<file path="config.mk">
export PLATFORM = sky130hd
export DESIGN_NAME = lr35902_alu_with_flags_unit
export DESIGN_NICKNAME = d
export VERILOG_FILES = /design/src/hdl/lr_alu_pkg.sv /design/src/hdl/lr35902_alu_with_flags_unit.sv /design/src/hdl/lr_alu_core.sv
export SDC_FILE = /design/constraint.sdc
export NUM_CORES = 1
export LEC_CHECK = 0
export ABC_AREA = 0
export ABC_CLOCK_PERIOD_IN_PS = 12400
export BUFFER_PORTS_ARGS = -buffer_cell sky130_fd_sc_hd__buf_2
export CORE_ASPECT_RATIO = 0.8
export CORE_UTILIZATION = 40
export CTS_BUF_LIST = sky130_fd_sc_hd__clkbuf_16
export CTS_CLUSTER_DIAMETER = 40
export DETAILED_ROUTE_END_ITERATION = 8
export PLACE_DENSITY_LB_ADDON = 0.25
export REMOVE_ABC_BUFFERS = 1
export SLEW_MARGIN = 20
export SYNTH_ARGS = -nofsm -noshare
export SYNTH_HDL_FRONTEND = slang
export SYNTH_SLANG_ARGS = --single-unit
</file>
<file path="constraint.sdc">
create_clock -name clk -period 12.4 [get_ports clk]
set_clock_uncertainty 0.15 [all_clocks]
set_input_delay 1.86 -clock clk [delete_from_list [all_inputs] [get_ports clk]]
set_output_delay 1.86 -clock clk [all_outputs]
set_load 0.005 [all_outputs]
</file>
<file path="src/hdl/lr_alu_pkg.sv">
`default_nettype none
// ---------------------------------------------------------------------------
// lr_alu_pkg
// shared types, widths and operation codes of the lr35902 alu with flags
// ---------------------------------------------------------------------------
package lr_alu_pkg;

  localparam int unsigned OPCODE_W = 5;
  localparam int unsigned WORD_W   = 16;
  localparam int unsigned BYTE_W   = 8;
  localparam int unsigned IDX_W    = 3;
  localparam int unsigned IN_W     = 40;
  localparam int unsigned OUT_W    = 24;

  typedef logic [OPCODE_W-1:0] opcode_t;

  typedef struct packed {
    logic z;
    logic n;
    logic h;
    logic c;
  } flags_t;

  localparam opcode_t OP_ADD    = 5'd0;
  localparam opcode_t OP_ADC    = 5'd1;
  localparam opcode_t OP_SUB    = 5'd2;
  localparam opcode_t OP_SBC    = 5'd3;
  localparam opcode_t OP_AND    = 5'd4;
  localparam opcode_t OP_XOR    = 5'd5;
  localparam opcode_t OP_OR     = 5'd6;
  localparam opcode_t OP_CP     = 5'd7;
  localparam opcode_t OP_INC8   = 5'd8;
  localparam opcode_t OP_DEC8   = 5'd9;
  localparam opcode_t OP_INC16  = 5'd10;
  localparam opcode_t OP_DEC16  = 5'd11;
  localparam opcode_t OP_ADD16  = 5'd12;
  localparam opcode_t OP_ADDSP  = 5'd13;
  localparam opcode_t OP_DAA    = 5'd14;
  localparam opcode_t OP_CPL    = 5'd15;
  localparam opcode_t OP_RLCA   = 5'd16;
  localparam opcode_t OP_RLA    = 5'd17;
  localparam opcode_t OP_RRCA   = 5'd18;
  localparam opcode_t OP_RRA    = 5'd19;
  localparam opcode_t OP_RLC    = 5'd20;
  localparam opcode_t OP_RL     = 5'd21;
  localparam opcode_t OP_RRC    = 5'd22;
  localparam opcode_t OP_RR     = 5'd23;
  localparam opcode_t OP_SLA    = 5'd24;
  localparam opcode_t OP_SRL    = 5'd25;
  localparam opcode_t OP_SWAP   = 5'd26;
  localparam opcode_t OP_BIT    = 5'd27;
  localparam opcode_t OP_RES    = 5'd28;
  localparam opcode_t OP_SET    = 5'd29;

  localparam logic [7:0] DAA_LO_ADJ = 8'h06;
  localparam logic [7:0] DAA_HI_ADJ = 8'h60;
  localparam logic [7:0] DAA_HI_LIM = 8'h99;
  localparam logic [3:0] DAA_LO_LIM = 4'h9;

endpackage
`default_nettype wire

</file>
<file path="src/hdl/lr35902_alu_with_flags_unit.sv">
`default_nettype none
// ---------------------------------------------------------------------------
// lr35902_alu_with_flags_unit
// eight-bit cpu alu with a kept z/n/h/c flag register on stream channels
// path: an accepted request passes the input register, then the result register, before out_tvalid rises
// throughput: one request per cycle while the output is not stalled, set by the single alu pass per cycle
// the flag register is read and written in that same pass, in request order
// reset: synchronous rst_n low clears both valid bits and the flag register
// ---------------------------------------------------------------------------
module lr35902_alu_with_flags_unit (
  input  wire                            clk,
  input  wire                            rst_n,
  input  wire                            in_tvalid,
  output logic                           in_tready,
  // opcode[4:0], operand_a[20:5], operand_b[36:21], bit_index[39:37]
  input  wire [lr_alu_pkg::IN_W-1:0]     in_tdata,
  output logic                           out_tvalid,
  input  wire                            out_tready,
  // result[15:0], flag_zero[16], flag_subtract[17], flag_half_carry[18],
  // flag_carry[19], zero[23:20]
  output logic [lr_alu_pkg::OUT_W-1:0]   out_tdata
);

  logic                                in_valid_r;
  lr_alu_pkg::opcode_t                 in_op_r;
  logic [lr_alu_pkg::WORD_W-1:0]       in_a_r;
  logic [lr_alu_pkg::WORD_W-1:0]       in_b_r;
  logic [lr_alu_pkg::IDX_W-1:0]        in_idx_r;
  logic                                out_valid_r;
  logic [lr_alu_pkg::WORD_W-1:0]       out_result_r;
  lr_alu_pkg::flags_t                  flags_r;
  logic [lr_alu_pkg::WORD_W-1:0]       result_nxt;
  lr_alu_pkg::flags_t                  flags_nxt;
  logic                                advance;

  assign advance   = in_valid_r && (!out_valid_r || out_tready);
  assign in_tready = !in_valid_r || advance;

  always_ff @(posedge clk) begin
    if (!rst_n) begin
      in_valid_r <= 1'b0;
    end else if (in_tready) begin
      in_valid_r <= in_tvalid;
    end
  end

  always_ff @(posedge clk) begin
    if (in_tready && in_tvalid) begin
      in_op_r  <= in_tdata[4:0];
      in_a_r   <= in_tdata[20:5];
      in_b_r   <= in_tdata[36:21];
      in_idx_r <= in_tdata[39:37];
    end
  end

  lr_alu_core u_core (
    .op        (in_op_r),
    .a16       (in_a_r),
    .b16       (in_b_r),
    .idx       (in_idx_r),
    .flags_in  (flags_r),
    .result    (result_nxt),
    .flags_out (flags_nxt)
  );

  always_ff @(posedge clk) begin
    if (!rst_n) begin
      out_valid_r <= 1'b0;
      flags_r     <= '0;
    end else begin
      if (advance) begin
        out_valid_r <= 1'b1;
        flags_r     <= flags_nxt;
      end else if (out_tready) begin
        out_valid_r <= 1'b0;
      end
    end
  end

  always_ff @(posedge clk) begin
    if (advance) begin
      out_result_r <= result_nxt;
    end
  end

  // flags_r always matches the request held in the result register
  assign out_tvalid = out_valid_r;
  assign out_tdata  = {4'd0, flags_r.c, flags_r.h, flags_r.n, flags_r.z, out_result_r};

endmodule
`default_nettype wire

</file>
<file path="src/hdl/lr_alu_core.sv">
`default_nettype none
// ---------------------------------------------------------------------------
// lr_alu_core
// combinational datapath: one operation and its new flags from the old ones
// ---------------------------------------------------------------------------
module lr_alu_core (
  input  wire lr_alu_pkg::opcode_t           op,
  input  wire [lr_alu_pkg::WORD_W-1:0]       a16,
  input  wire [lr_alu_pkg::WORD_W-1:0]       b16,
  input  wire [lr_alu_pkg::IDX_W-1:0]        idx,
  input  wire lr_alu_pkg::flags_t            flags_in,
  output logic [lr_alu_pkg::WORD_W-1:0]      result,
  output lr_alu_pkg::flags_t                 flags_out
);

  logic [7:0]  a;
  logic [7:0]  b;
  logic        add_cin;
  logic        sub_cin;
  logic [8:0]  sum9;
  logic [4:0]  sum_h;
  logic [8:0]  diff9;
  logic [4:0]  diff_h;
  logic [15:0] wide_b;
  logic [16:0] sum17;
  logic [12:0] sum_h12;
  logic [7:0]  inc8;
  logic [7:0]  dec8;
  logic        daa_hi;
  logic        daa_lo;
  logic [7:0]  daa_r;
  logic [7:0]  rot_r;
  logic        rot_c;
  logic [7:0]  bit_mask;
  logic [7:0]  r8;

  assign a       = a16[7:0];
  assign b       = b16[7:0];
  assign add_cin = (op == lr_alu_pkg::OP_ADC) && flags_in.c;
  assign sub_cin = (op == lr_alu_pkg::OP_SBC) && flags_in.c;
  assign sum9    = {1'b0, a} + {1'b0, b} + {8'd0, add_cin};
  assign sum_h   = {1'b0, a[3:0]} + {1'b0, b[3:0]} + {4'd0, add_cin};
  assign diff9   = {1'b0, a} - {1'b0, b} - {8'd0, sub_cin};
  assign diff_h  = {1'b0, a[3:0]} - {1'b0, b[3:0]} - {4'd0, sub_cin};
  // signed byte offset for the stack pointer add
  assign wide_b  = (op == lr_alu_pkg::OP_ADDSP) ? {{8{b[7]}}, b} : b16;
  assign sum17   = {1'b0, a16} + {1'b0, wide_b};
  assign sum_h12 = {1'b0, a16[11:0]} + {1'b0, b16[11:0]};
  assign inc8    = a + 8'd1;
  assign dec8    = a - 8'd1;
  assign bit_mask = 8'd1 << idx;

  always_comb begin
    daa_hi = 1'b0;
    daa_lo = 1'b0;
    if (flags_in.n) begin
      daa_r = a - (flags_in.c ? lr_alu_pkg::DAA_HI_ADJ : 8'd0)
                - (flags_in.h ? lr_alu_pkg::DAA_LO_ADJ : 8'd0);
    end else begin
      daa_hi = flags_in.c || (a > lr_alu_pkg::DAA_HI_LIM);
      daa_lo = flags_in.h || (a[3:0] > lr_alu_pkg::DAA_LO_LIM);
      daa_r  = a + (daa_hi ? lr_alu_pkg::DAA_HI_ADJ : 8'd0)
                 + (daa_lo ? lr_alu_pkg::DAA_LO_ADJ : 8'd0);
    end
  end

  // rotates: op[1] picks direction, op[0] picks carry-through
  always_comb begin
    if (!op[1]) begin
      rot_c = a[7];
      rot_r = {a[6:0], op[0] ? flags_in.c : a[7]};
    end else begin
      rot_c = a[0];
      rot_r = {op[0] ? flags_in.c : a[0], a[7:1]};
    end
  end

  always_comb begin
    r8        = 8'd0;
    result    = a16;
    flags_out = flags_in;
    case (op)
      lr_alu_pkg::OP_ADD, lr_alu_pkg::OP_ADC: begin
        r8        = sum9[7:0];
        result    = {8'd0, r8};
        flags_out = '{z: (r8 == 8'd0), n: 1'b0, h: sum_h[4], c: sum9[8]};
      end
      lr_alu_pkg::OP_SUB, lr_alu_pkg::OP_SBC, lr_alu_pkg::OP_CP: begin
        r8        = diff9[7:0];
        result    = (op == lr_alu_pkg::OP_CP) ? a16 : {8'd0, r8};
        flags_out = '{z: (r8 == 8'd0), n: 1'b1, h: diff_h[4], c: diff9[8]};
      end
      lr_alu_pkg::OP_AND: begin
        r8        = a & b;
        result    = {8'd0, r8};
        flags_out = '{z: (r8 == 8'd0), n: 1'b0, h: 1'b1, c: 1'b0};
      end
      lr_alu_pkg::OP_XOR: begin
        r8        = a ^ b;
        result    = {8'd0, r8};
        flags_out = '{z: (r8 == 8'd0), n: 1'b0, h: 1'b0, c: 1'b0};
      end
      lr_alu_pkg::OP_OR: begin
        r8        = a | b;
        result    = {8'd0, r8};
        flags_out = '{z: (r8 == 8'd0), n: 1'b0, h: 1'b0, c: 1'b0};
      end
      lr_alu_pkg::OP_INC8: begin
        result    = {8'd0, inc8};
        flags_out = '{z: (inc8 == 8'd0), n: 1'b0, h: (a[3:0] == 4'hF), c: flags_in.c};
      end
      lr_alu_pkg::OP_DEC8: begin
        result    = {8'd0, dec8};
        flags_out = '{z: (dec8 == 8'd0), n: 1'b1, h: (a[3:0] == 4'h0), c: flags_in.c};
      end
      lr_alu_pkg::OP_INC16: begin
        result = a16 + 16'd1;
      end
      lr_alu_pkg::OP_DEC16: begin
        result = a16 - 16'd1;
      end
      lr_alu_pkg::OP_ADD16: begin
        result    = sum17[15:0];
        flags_out = '{z: flags_in.z, n: 1'b0, h: sum_h12[12], c: sum17[16]};
      end
      lr_alu_pkg::OP_ADDSP: begin
        result    = sum17[15:0];
        flags_out = '{z: 1'b0, n: 1'b0, h: sum_h[4], c: sum9[8]};
      end
      lr_alu_pkg::OP_DAA: begin
        result    = {8'd0, daa_r};
        flags_out = '{z: (daa_r == 8'd0), n: flags_in.n, h: 1'b0,
                      c: flags_in.c || daa_hi};
      end
      lr_alu_pkg::OP_CPL: begin
        result    = {8'd0, ~a};
        flags_out = '{z: flags_in.z, n: 1'b1, h: 1'b1, c: flags_in.c};
      end
      lr_alu_pkg::OP_RLCA, lr_alu_pkg::OP_RLA, lr_alu_pkg::OP_RRCA, lr_alu_pkg::OP_RRA,
      lr_alu_pkg::OP_RLC, lr_alu_pkg::OP_RL, lr_alu_pkg::OP_RRC, lr_alu_pkg::OP_RR: begin
        result    = {8'd0, rot_r};
        // accumulator forms clear z
        flags_out = '{z: op[2] && (rot_r == 8'd0), n: 1'b0, h: 1'b0, c: rot_c};
      end
      lr_alu_pkg::OP_SLA: begin
        r8        = {a[6:0], 1'b0};
        result    = {8'd0, r8};
        flags_out = '{z: (r8 == 8'd0), n: 1'b0, h: 1'b0, c: a[7]};
      end
      lr_alu_pkg::OP_SRL: begin
        r8        = {1'b0, a[7:1]};
        result    = {8'd0, r8};
        flags_out = '{z: (r8 == 8'd0), n: 1'b0, h: 1'b0, c: a[0]};
      end
      lr_alu_pkg::OP_SWAP: begin
        r8        = {a[3:0], a[7:4]};
        result    = {8'd0, r8};
        flags_out = '{z: (r8 == 8'd0), n: 1'b0, h: 1'b0, c: 1'b0};
      end
      lr_alu_pkg::OP_BIT: begin
        flags_out = '{z: ~a[idx], n: 1'b0, h: 1'b1, c: flags_in.c};
      end
      lr_alu_pkg::OP_RES: begin
        result = {8'd0, a & ~bit_mask};
      end
      lr_alu_pkg::OP_SET: begin
        result = {8'd0, a | bit_mask};
      end
      default: begin
        result    = a16;
        flags_out = flags_in;
      end
    endcase
  end

endmodule
`default_nettype wire

</file>
-- Word level (Yosys, flattened, before mapping)
Cells that the tools add are included.
- bits in registers: 62
- input port bits: 44
- output and inout port bits: 26
- logic and storage cells: 134
- add/sub/neg operators: 18
- $lt $le $gt $ge: 3
- eq/ne operators: 30
- shifts and indexed selects: 1
- multiplexer cells: 18
- bitwise operators: 14
- reduce and logical (&&, ||, !) cells: 39
- operator list (cell ; count):
    case mux 16 bit (18 select lines) ; 1
    logical NOT 8 bit ; 10
    equality test 5 bit, second input constant ; 14
    case mux 4 bit (16 select lines) ; 1
    equality test 5 x 4 -> 1 bit, second input constant ; 8
    two-way mux 16 bit ; 2
    equality test 5 x 3 -> 1 bit, second input constant ; 4
    adder 16 x 16 -> 17 bit ; 1
    adder 16 x 1 -> 16 bit, second input constant ; 1
    adder 8 bit ; 2
    bitwise AND 8 bit ; 2
    two-way mux 8 bit ; 2
    NOT 8 bit ; 2
    OR 8 bit ; 2
    nonzero test 16 bit ; 1
    subtractor 16 x 1 -> 16 bit, second input constant ; 1
    subtractor 8 bit ; 2
    nonzero test 15 bit ; 1
    logical NOT 7 bit ; 2
    two-way mux 7 bit ; 2
    nonzero test 14 bit ; 1
    adder 12 x 12 -> 13 bit ; 1
    nonzero test 12 bit ; 1
    equality test 5 x 2 -> 1 bit, second input constant ; 2
    other kinds (34) ; 57

-- Depth between registers and ports, before layout
- depth after elaboration: 8
- depth in mapped cells: 16
- depth with buffers taken out: 14

-- Cells and area by module
From an unflattened synthesis, not the netlist that was laid out.
- cells, all modules: 842
- area total of the unflattened synthesis: 6991.7 um^2
- by module, submodules not included (module ; instances ; cells an instance ; area an instance (um^2) ; sequential area each (um^2)):
    lr_alu_core ; 1 ; 754 ; 5018.6 ; 0.0
    lr35902_alu_with_flags_unit ; 1 ; 88 ; 1973.1 ; 1801.7

-- Least setup slack after synthesis
No wires, ideal clock.
- kind: input to output
- from: input out_tready
- to: output in_tready
- arrival time: 2.126 ns
- required time: 10.390 ns
- setup slack: 8.264 ns
- cell stages on the path: 2
- path buffers: 0
- cells stage by stage: nor2b_1 > nand2_1
- cells in the longest elaborated chain, start to end: 3
- ends and longest elaborated chain (element ; RTL line ; text):
    start: declaration ; lr35902_alu_with_flags_unit.sv:18 ; input wire out_tready,
    logical OR 1 bit ; lr35902_alu_with_flags_unit.sv:36 ; assign advance = in_valid_r && (!out_valid_r || out_tready);
    logical AND 1 bit ; lr35902_alu_with_flags_unit.sv:36 ;
    logical OR 1 bit ; lr35902_alu_with_flags_unit.sv:37 ; assign in_tready = !in_valid_r || advance;
    end: declaration ; lr35902_alu_with_flags_unit.sv:14 ; output logic in_tready,
No other way between the ends.

-- Final worst setup path
- from: register in_op_r[4]
- to: register out_result_r[6] in the netlist's numbering (data pin)
- cells in the longest elaborated chain, start to end: 5
- elaborated cells between the ends (all ways): 39
- those cells by class: add/sub: 2; eq/ne: 28; mux: 2; reduce/logical: 7
- ends and longest elaborated chain (element ; RTL line ; text):
    start: declaration ; lr35902_alu_with_flags_unit.sv:25 ; lr_alu_pkg::opcode_t in_op_r;
    start signal: assignment ; lr35902_alu_with_flags_unit.sv:49 ; in_op_r <= in_tdata[4:0];
    equality test 5 x 2 -> 1 bit ; lr_alu_core.sv:40, lr_alu_core.sv:82 ;
    logical AND 1 bit ; lr_alu_core.sv:40 ; assign sub_cin = (op == lr_alu_pkg::OP_SBC) && flags_in.c;
    subtractor 9 x 1 -> 9 bit ; lr_alu_core.sv:43 ; assign diff9 = {1'b0, a} - {1'b0, b} - {8'd0, sub_cin};
    two-way mux 16 bit ; lr_alu_core.sv:90 ; result = (op == lr_alu_pkg::OP_CP) ? a16 : {8'd0, r8};
    case mux 16 bit (18 select lines) (*) ; lr_alu_core.sv:82 ; case (op)
    net result_nxt, one bit ; lr35902_alu_with_flags_unit.sv:32 ; logic [lr_alu_pkg::WORD_W-1:0] result_nxt;
    end signal: assignment ; lr35902_alu_with_flags_unit.sv:82 ; out_result_r <= result_nxt;
    end: declaration ; lr35902_alu_with_flags_unit.sv:30 ; logic [lr_alu_pkg::WORD_W-1:0] out_result_r;
Mark *: on every way through the listed nets, which the timed path passes. The rest lies on a longest branch.
A chain may end at the register's enable or synchronous reset.

==> summary.md <==
| Metric | Value |
|---|---|
| Clock period minus worst slack | `4.404 ns` |
| Core area | `18170 µm²` |
| Seq/Total Area, Yosys | `24.27%` |
| Max Freq | `227.1 MHz` |
| ANT cells | `0` |
| Die X | `154.3 µm` |
| VDD IR max | `0.07060 mV` |
| Sw Share | `37.58%` |
| Critical Path AT | `4.33 ns` |
| Fin util | `44.79%` |
| Initial antenna violation count | `1` |
| Combinational Power Share | `34.6%` |
| Row cnt | `44` |
| Internal power | `477.7 µW` |
| Resize count post-CTS | `0` |
| Top Ports | `70` |
| Avg WL per Cell | `22.46 µm` |
| CP Capture Type | `register` |
| Status | `complete, no violations` |
| Post-synth EDFFs | `56` |
| Clock buffer count from CTS | `9` |
| Via-to-Cell Ratio | `6.324` |
| Vias in the first global route | `6357` |
| Tightest Pin Transition | `0.9702 ns` |
| DRT antenna net count | `0` |
| Distinct cells, synth | `98` |
| Leakage | `3.306 nW` |
| Pin count of the biggest net entering global routing | `54` |
| Root Buffer | `clkbuf_16` |
| Routed WL | `25630 µm` |
| Routability congestion estimate | `0.9659` |
| H-Tree Depth | `3` |
| Worst setup SP type | `register` |
| Post-detail-place hpwl | `18780 µm` |
| I/O Buffers | `65` |
| DRT Pass-1 Iters | `6` |
| Layout cells sized above 1 | `13.61%` |
| Seq pwr share | `33.2%` |
| Final setup TNS | `0 ns` |
| Commonest non-fill, non-tap cell in the layout | `ha_1` |
| # Post-CTS Setup Buffers | `0` |
| Maximum capacitance violations | `0` |
| Net Switching | `287.6 µW` |
| Slew Limit Fails | `0` |
| First-pass GRT wire length | `38620 µm` |
| Min setup slack post-route | `7.996 ns` |
| GRT Total Usage | `27.21%` |
| Hold buffer count at CTS | `0` |
| Commonest non-fill, non-tap cells in the layout | `ha_1, buf_2, nor2_1` |
| DR iter-0 viols | `1249` |
| Endpoints failing hold | `0` |
| Critical path fanouts, max | `37` |
| Vias post-DR | `7216` |
| Initial Util | `40.86%` |
| GRT overflow | `0` |
| Primary FF master, synth | `edfxtp_1` |
| Kind of critical path | `register to register` |
| Post-Syn Area | `7423 µm²` |
| Chip Height | `123.8 µm` |
| Power Density | `94.05 nW/µm²` |
| TritonCTS clock tree | `built` |
| Area Overhead vs Synth | `9.624%` |
| Clk sinks | `62` |
| Post-route DRC | `0` |
| Mapped Cells | `873` |
| Max-Slew Margin vs Limit | `35.32%` |
| Clock transition at path regs | `0.06 ns` |
| Asr flop ratio synth | `0%` |
| Nets | `1030` |
| Dpl ws | `8.010 ns` |
| Total Die Area | `19110 µm²` |
| CTS Buffer Depth | `2` |
| Clock Latency Late Sink | `0.35 ns` |
| Worst endpoint required time | `12.32 ns` |
| Clock power frac | `32.2%` |
| Syn avg cell area | `8.503 µm²` |
| RSZ-0062 raised after global routing | `no` |
| Final Cycle Share | `35.52%` |
| Finish-stage setup viols | `0` |
| Worst min path class | `register to register` |
| Synth warn | `0` |
| Seq cells post-synth | `62` |
-- registers in the layout, indices dropped and copies added (netlist names) --
name,flops
out_result_r,16
in_idx_r,3
in_op_r,5
in_valid_r,1
out_tdata,4
in_a_r,16
in_b_r,16
out_tvalid,1
-- cell type report --
| cell class | count | area (µm²) |
|---|---|---|
| Fill cell | 1833 | 10030 |
| Multi-Input combinational cell | 704 | 5147 |
| Sequential cell | 62 | 1802 |
| Timing Repair Buffer | 79 | 430.4 |
| Tap cell | 230 | 287.8 |
| Clock buffer | 9 | 225.2 |
| Inverter | 50 | 187.7 |
| Clock inverter | 7 | 57.56 |
-- Yosys cell counts, drive strengths merged (11+ instances only) --
cell type | count | area share (%)
ha | 73 | 12
nor2 | 63 | 3.2
nand2 | 60 | 3.1
a21oi | 57 | 3.8
edfxtp | 56 | 23
o21ai | 52 | 3.6
inv | 49 | 2.5
buf | 40 | 3.2
xnor2 | 33 | 3.9
nand3 | 27 | 1.8
a21o | 23 | 2.3
xor2 | 21 | 2.5
clkbuf | 20 | 1.0
nor3 | 20 | 1.3
mux2i | 15 | 2.0
nand2b | 15 | 1.4
a31oi | 14 | 1.2
nor4 | 13 | 1.1
o2111ai | 13 | 1.7
nand4 | 12 | 1.0
o211ai | 12 | 1.2
a22oi | 11 | 1.1
-- kinds of logic after synthesis --
family	share of synthesized area, %
multiplexers	2.933
buffers and inverters	6.759
adder cells (fa/ha/maj)	14.19
other	0.05052
AO/OA/AOI/OAI	25.67
XOR/XNOR	6.371
flip-flops	24.27
AND/OR/NAND/NOR	19.75
-- metal layers --
metal  vias up  routed length (µm)  global-route usage (%)
met5         -                  11                       0
met4         2                 580                   9.035
met3        49                2968                   6.507
met2       439               10000                   37.13
met1      3358               12070                   41.14
li1       3368                   -                       -
-- final timing paths --
path | start | to | slack (ns) | cells after the start
worst max-delay path | in_op_r[4]$_DFFE_PP_ | out_result_r[6]$_DFFE_PP_ | 8.00 | 13
worst min-delay path | in_valid_r$_SDFFE_PN0N_ | out_tvalid$_SDFFE_PN0P_ | 0.37 | 2
worst max register to register | in_op_r[4]$_DFFE_PP_ | out_result_r[6]$_DFFE_PP_ | 8.00 | 13
worst min register to register | in_valid_r$_SDFFE_PN0N_ | out_tvalid$_SDFFE_PN0P_ | 0.37 | 2
-- power groups by stage --
stage / clock network, mW / registers, mW / logic, mW
final: 0.247 / 0.254 / 0.265
after global routing: 0.257 / 0.256 / 0.284
after CTS: 0.253 / 0.254 / 0.256
after detailed placement: 0 / 0.258 / 0.254
after global placement: 0 / 0.258 / 0.253
after floorplan: 0 / 0.268 / 0.159
-- critical path: stages (launching register included) --
cell and delay, ns:
edfxtp_1 0.37, buf_4 0.26, nor4b_1 0.47, nand3_1 0.16, fa_1 0.42, inv_1 0.09, fa_1 0.24, nand2b_1 0.12
a2111oi_0 0.61, nor2_1 0.14, xnor2_1 0.43, o22ai_1 0.17, nor4_1 0.37, a31oi_1 0.12
-- stage by stage --
| stage | std cells | hold WS [ns] | instance area, µm² | power, mW |
|---|---|---|---|---|
| 2_1_floorplan | 816 | 0.3368 | 7121 | 0.4271 |
| 3_3_place_gp | 1125 | 0.3661 | 7846 | 0.5108 |
| 3_5_place_dp | 1125 | 0.3606 | 7846 | 0.5118 |
| 4_1_cts | 1141 | 0.3672 | 8129 | 0.7623 |
| 5_1_grt | 1141 | 0.4205 | 8138 | 0.7965 |
| 6_report | 1141 | 0.3686 | 8138 | 0.7654 |
(Power assumes the default switching activity.)
